==> src/mcp_pkg.sv <==
// Shared types and constants for the motor current PID / PWM block.
// Microword layout, datapath opcodes and fixed-point constants.
// No dependencies.
package mcp_pkg;

	localparam int ERR_W   = 17;
	localparam int SUM_W   = 32;
	localparam int DIFF_W  = 18;
	localparam int FF_W    = 25;
	localparam int ACC_W   = 45;
	localparam int MA_W    = 29;
	localparam int MB_W    = 33;
	localparam int PROD_W  = MA_W + MB_W;
	localparam int LIM_W   = 23;
	localparam int GAIN_W  = 24;
	localparam int PER_W   = 20;
	localparam int X_W     = 27;
	localparam int Q_W     = 20;
	localparam int R_W     = 8;
	localparam int STEP_W  = 4;
	localparam int CIDX_W  = 3;
	localparam int CDATA_W = 24;

	localparam logic [LIM_W-1:0] FULL_DUTY = 23'd6553600;
	// floor(2^34 / 100); quotient off by at most one, fixed by one correction step
	localparam logic [27:0]      RECIP_100 = 28'd171798691;
	localparam int               RECIP_SH  = 34;
	localparam logic [X_W-1:0]   DIVISOR   = 27'd100;

	typedef enum logic [CIDX_W-1:0] {
		REG_KP     = 3'd0,
		REG_KI     = 3'd1,
		REG_KD     = 3'd2,
		REG_ILIMIT = 3'd3,
		REG_OLIMIT = 3'd4,
		REG_PERIOD = 3'd5
	} reg_idx_t;

	typedef enum logic [2:0] {
		MUL_NONE,
		MUL_KP_ERR,
		MUL_KI_SUM,
		MUL_KD_DIFF,
		MUL_MAG_PER,
		MUL_RCP_X
	} mul_sel_t;

	typedef enum logic [3:0] {
		OP_NOP,
		OP_LOAD,
		OP_INTEG,
		OP_ACC_FF,
		OP_ADD_PROD,
		OP_ADD_ICLAMP,
		OP_CLAMP_U,
		OP_MAG,
		OP_SHIFT,
		OP_QUOT,
		OP_REM,
		OP_INC,
		OP_EMIT
	} op_t;

	typedef enum logic [1:0] {
		C_NEVER,
		C_NO_IN,
		C_REM_LT,
		C_OUT_BUSY
	} cond_t;

	typedef struct packed {
		mul_sel_t          mul;
		op_t               op;
		cond_t             cond;
		logic [STEP_W-1:0] target;
	} uword_t;

	typedef struct packed {
		mul_sel_t mul;
		op_t      op;
		logic     en;
	} ctl_t;

	typedef struct packed {
		logic in_valid;
		logic out_busy;
		logic rem_lt;
	} seq_stat_t;

endpackage

==> src/mcp_sequencer.sv <==
// Microprogram ROM and step counter for the PID / PWM block.
// Depends on mcp_pkg for the microword and control types.
module mcp_sequencer (
	input  logic               clk,
	input  logic               arst_n,
	input  mcp_pkg::seq_stat_t stat,
	output mcp_pkg::ctl_t      ctl
);
	import mcp_pkg::*;

	function automatic uword_t rom(input logic [STEP_W-1:0] s);
		uword_t w;
		w = '{mul: MUL_NONE, op: OP_NOP, cond: C_NEVER, target: '0};
		unique case (s)
			4'd0:  begin w.op = OP_LOAD; w.cond = C_NO_IN; w.target = 4'd0; end
			4'd1:  begin w.op = OP_INTEG; end
			4'd2:  begin w.op = OP_ACC_FF; w.mul = MUL_KP_ERR; end
			4'd3:  begin w.op = OP_ADD_PROD; w.mul = MUL_KI_SUM; end
			4'd4:  begin w.op = OP_ADD_ICLAMP; w.mul = MUL_KD_DIFF; end
			4'd5:  begin w.op = OP_ADD_PROD; end
			4'd6:  begin w.op = OP_CLAMP_U; end
			4'd7:  begin w.op = OP_MAG; end
			4'd8:  begin w.mul = MUL_MAG_PER; end
			4'd9:  begin w.op = OP_SHIFT; end
			4'd10: begin w.mul = MUL_RCP_X; end
			4'd11: begin w.op = OP_QUOT; end
			4'd12: begin w.op = OP_REM; end
			4'd13: begin w.cond = C_REM_LT; w.target = 4'd15; end
			4'd14: begin w.op = OP_INC; end
			4'd15: begin w.op = OP_EMIT; w.cond = C_OUT_BUSY; w.target = 4'd15; end
		endcase
		return w;
	endfunction

	logic [STEP_W-1:0] step_q;
	uword_t            uw;
	logic              jump;

	assign uw = rom(step_q);

	always_comb begin
		unique case (uw.cond)
			C_NEVER:    jump = 1'b0;
			C_NO_IN:    jump = !stat.in_valid;
			C_REM_LT:   jump = stat.rem_lt;
			C_OUT_BUSY: jump = stat.out_busy;
			default:    jump = 1'b0;
		endcase
	end

	assign ctl = '{mul: uw.mul, op: uw.op, en: !jump};

	// last step wraps to step 0
	always_ff @(posedge clk or negedge arst_n) begin
		if (!arst_n) begin
			step_q <= '0;
		end else begin
			step_q <= jump ? uw.target : step_q + 1'b1;
		end
	end

endmodule

==> config.mk <==
export PLATFORM = sky130hd
export DESIGN_NAME = mcp_sequencer
export DESIGN_NICKNAME = d
export VERILOG_FILES = /design/src/mcp_pkg.sv /design/src/mcp_sequencer.sv
export SDC_FILE = /design/constraint.sdc
export NUM_CORES = 1
export LEC_CHECK = 0
export BUFFER_PORTS_ARGS = -buffer_cell sky130_fd_sc_hd__buf_2
export CAP_MARGIN = 20
export CELL_PAD_IN_SITES_DETAIL_PLACEMENT = 1
export CELL_PAD_IN_SITES_GLOBAL_PLACEMENT = 2
export CORE_MARGIN = 3
export CORE_UTILIZATION = 27
export DETAILED_ROUTE_END_ITERATION = 10
export MAX_ROUTING_LAYER = met4
export PLACE_DENSITY = 0.85
export RECOVER_POWER = 100
export SYNTH_ARGS = -nofsm -noshare
export SYNTH_HDL_FRONTEND = slang
export SYNTH_SLANG_ARGS = --single-unit
==> constraint.sdc <==
create_clock -name clk -period 4.93 [get_ports clk]
set_clock_uncertainty 0.1 [all_clocks]
set_input_delay 0.493 -clock clk [delete_from_list [all_inputs] [get_ports clk]]
set_output_delay 0.493 -clock clk [all_outputs]
set_load 0.01 [all_outputs]
==> results.toml <==
[run_status]
status = "completed"

[logic_synthesis]
synth_top_cells_by_area = "dfrtp_1, ha_1, nor2_1, o21a_1, a21oi_1"
synth_nets = 64
ys_ff_latch = 4
synth_area_sq_um = 418
ys_types = 25
synth_cells = 55
yosys_warnings = 0
synth_top_area_cell = "dfrtp_1"
synth_top_area_frac = 0.240
seq_area_frac_synth = 0.240
avgSynthCellArea_sq_um = 7.60

[hold_path]
worstHoldPathCells = 3
hp-start = "stat[1]"
hold_end = "step_q[2]"
min_path_type = "in2reg"

[grt]
grt_overflow = 0
grt_pass1_wl_um = 1700
grt_max_degree = 18
antenna_found_initial = 0
grt_pass1_vias = 408
track_usage = 0.122

[pwr]
total_leakage_power_nw = 0.221
power_density_nw_per_um2 = 779
p_total_mw = 0.392
ir_worst_vdd_v = 0.000305

[cells_and_area]
largest_reg_flops = 4
final_nets = 79
largest_registers = "step_q x4"
final_cell_mix = "clkbuf_1, nor2_1, nand2_1"
area_growth_pct = 20.4
layout_commonest_cell = "clkbuf_1"
drive_gt1_frac = 0.118
diodes = 0
largest-register = "step_q"

[clock_network]
root_buffer = "clkbuf_4"
ctsHtreeMaxLevel = 1
clk_latency_ps = 230
cts_tree = "done"
cts_buffers = 3
clk_pin_slew_worst_paths_ps = 30
ctsLongestPathBuffers = 2
cts.sinks = 4
post_cts_resized = 0

[setup_path]
worst_setup_path_end_kind = "primary output"
rr_endpoint = "step_q[1]"
arrival_ps = 1850
reg2reg_from = "step_q[0]"
regToRegSetupSlack_ps = 3120
worst-r2r-cell-count = 5
cp_data_required_time_ps = 4340
setup.worst_path.start_class = "flip-flop"
crit_type = "reg2out"
cp_max_fo = 8

[timing]
whs_ps = 473
max_clock_freq_mhz = 409
worst-slew-pin-transition_ps = 474
min_period_ps = 2450
final.period_utilization = 0.496
slew_headroom = 0.684
rsz0062_at_grt = "false"
finalSetupViolations = 0
setup_tns_ps = 0
finalMaxSlewViolations = 0
finalHoldViolCount = 0

[die]
core.rowCount = 13
dieArea_sq_um = 2060
core_area_sq_um = 1380
initial_utilization = 0.302
die_w_um = 45.3
io_pins = 13
die_y_um = 45.3

[detailed_routing]
viasPerCell = 5.19
ant_nets = 0
vias = 431
first_iter_violations = 4
post_drt_wl_per_cell_um = 12.4
drt-total-wl_um = 1030
firstDrtPassIters = 4
drcViolationCount = 0

[placed_design]
gp_congestion = 0.838
dp_hpwl_um = 798
port_buffers = 12

[run]
cap_violations = 0
[cell families after synthesis]
family	after synthesis	synth area share
simple gates	23	0.278
compound gates	17	0.281
buf+inv	6	0.0569
fa+ha+maj	4	0.120
flops	4	0.240
mux	1	0.0240
[report_power, final]
part	switching, mW	internal (mW)	total, mW
clock	0.0123	0.0271	0.0395
sequential	0.0423	0.0504	0.0927
combinational	0.143	0.117	0.260
total	0.198	0.194	0.392
[per-stage QoR]
| stage | cells | instance area, sq um | setup slack (ps) | utilization |
|---|---|---|---|---|
| after CTS | 83 | 517 | 2480 | 0.374 |
| after detailed placement | 79 | 484 | 2740 | 0.350 |
| after global placement | 79 | 484 | 2820 | 0.350 |
| final | 83 | 503 | 2480 | 0.364 |
| after floorplan | 55 | 418 | 3020 | - |
| after global routing | 83 | 503 | 2320 | 0.364 |
[Yosys cell counts]
cell	number
nor2_1	7
nand2_1	5
a21oi_1	4
dfrtp_1	4
ha_1	4
inv_1	3
nor3_1	3
o21a_1	3
o21ai_0	3
clkbuf_1	2
nand2b_1	2
nand3_1	2
a21oi_2	1
a22o_2	1
a22oi_1	1
and3_1	1
buf_2	1
mux2i_1	1
nand3b_1	1
nand4b_1	1
o2111ai_1	1
o21ba_1	1
o22a_1	1
o22ai_1	1
or3b_4	1
[area by class of cell]
cell class	instances	area, sq um
Clock buffer	3	22.5
Fill cell	188	880
Inverter	3	11.3
Multi-Input combinational cell	45	292
Sequential cell	4	100
Tap cell	15	18.8
Timing Repair Buffer	13	58.8
[per-layer routing]
metal | track usage | vias to the layer above | routed length, um
li1 | - | 220 | -
met1 | 0.134 | 192 | 497
met2 | 0.184 | 15 | 435
met3 | 0.0279 | 4 | 64
met4 | 0.105 | 0 | 34
met5 | - | - | 0
[worst max-delay path by stage]
stage                          from  cells past startpoint     end  slack (ps)
final                     step_q[0]                      6  ctl[0]        2480
after global routing      step_q[0]                      6  ctl[0]        2320
after CTS                 step_q[0]                      6  ctl[0]        2480
after detailed placement  step_q[0]                      6  ctl[0]        2740
after global placement    step_q[0]                      6  ctl[0]        2820
after floorplan           step_q[0]                      5  ctl[0]        3020
[timing repair]
item | 4_1_cts | 5_1_grt
hold buffers | 1 | 0
buffers inserted | 0 | 0
endpoints found under the hold margin | 4 | 0
[critical path, cell delays in order, from the launching register on]
cell and delay (ps):
dfrtp_1 410, inv_1 110, ha_1 300, or3b_1 470, nor2_1 130, a21oi_1 50
clkbuf_1 150
Note: power is estimated with default switching activity, not from simulation.
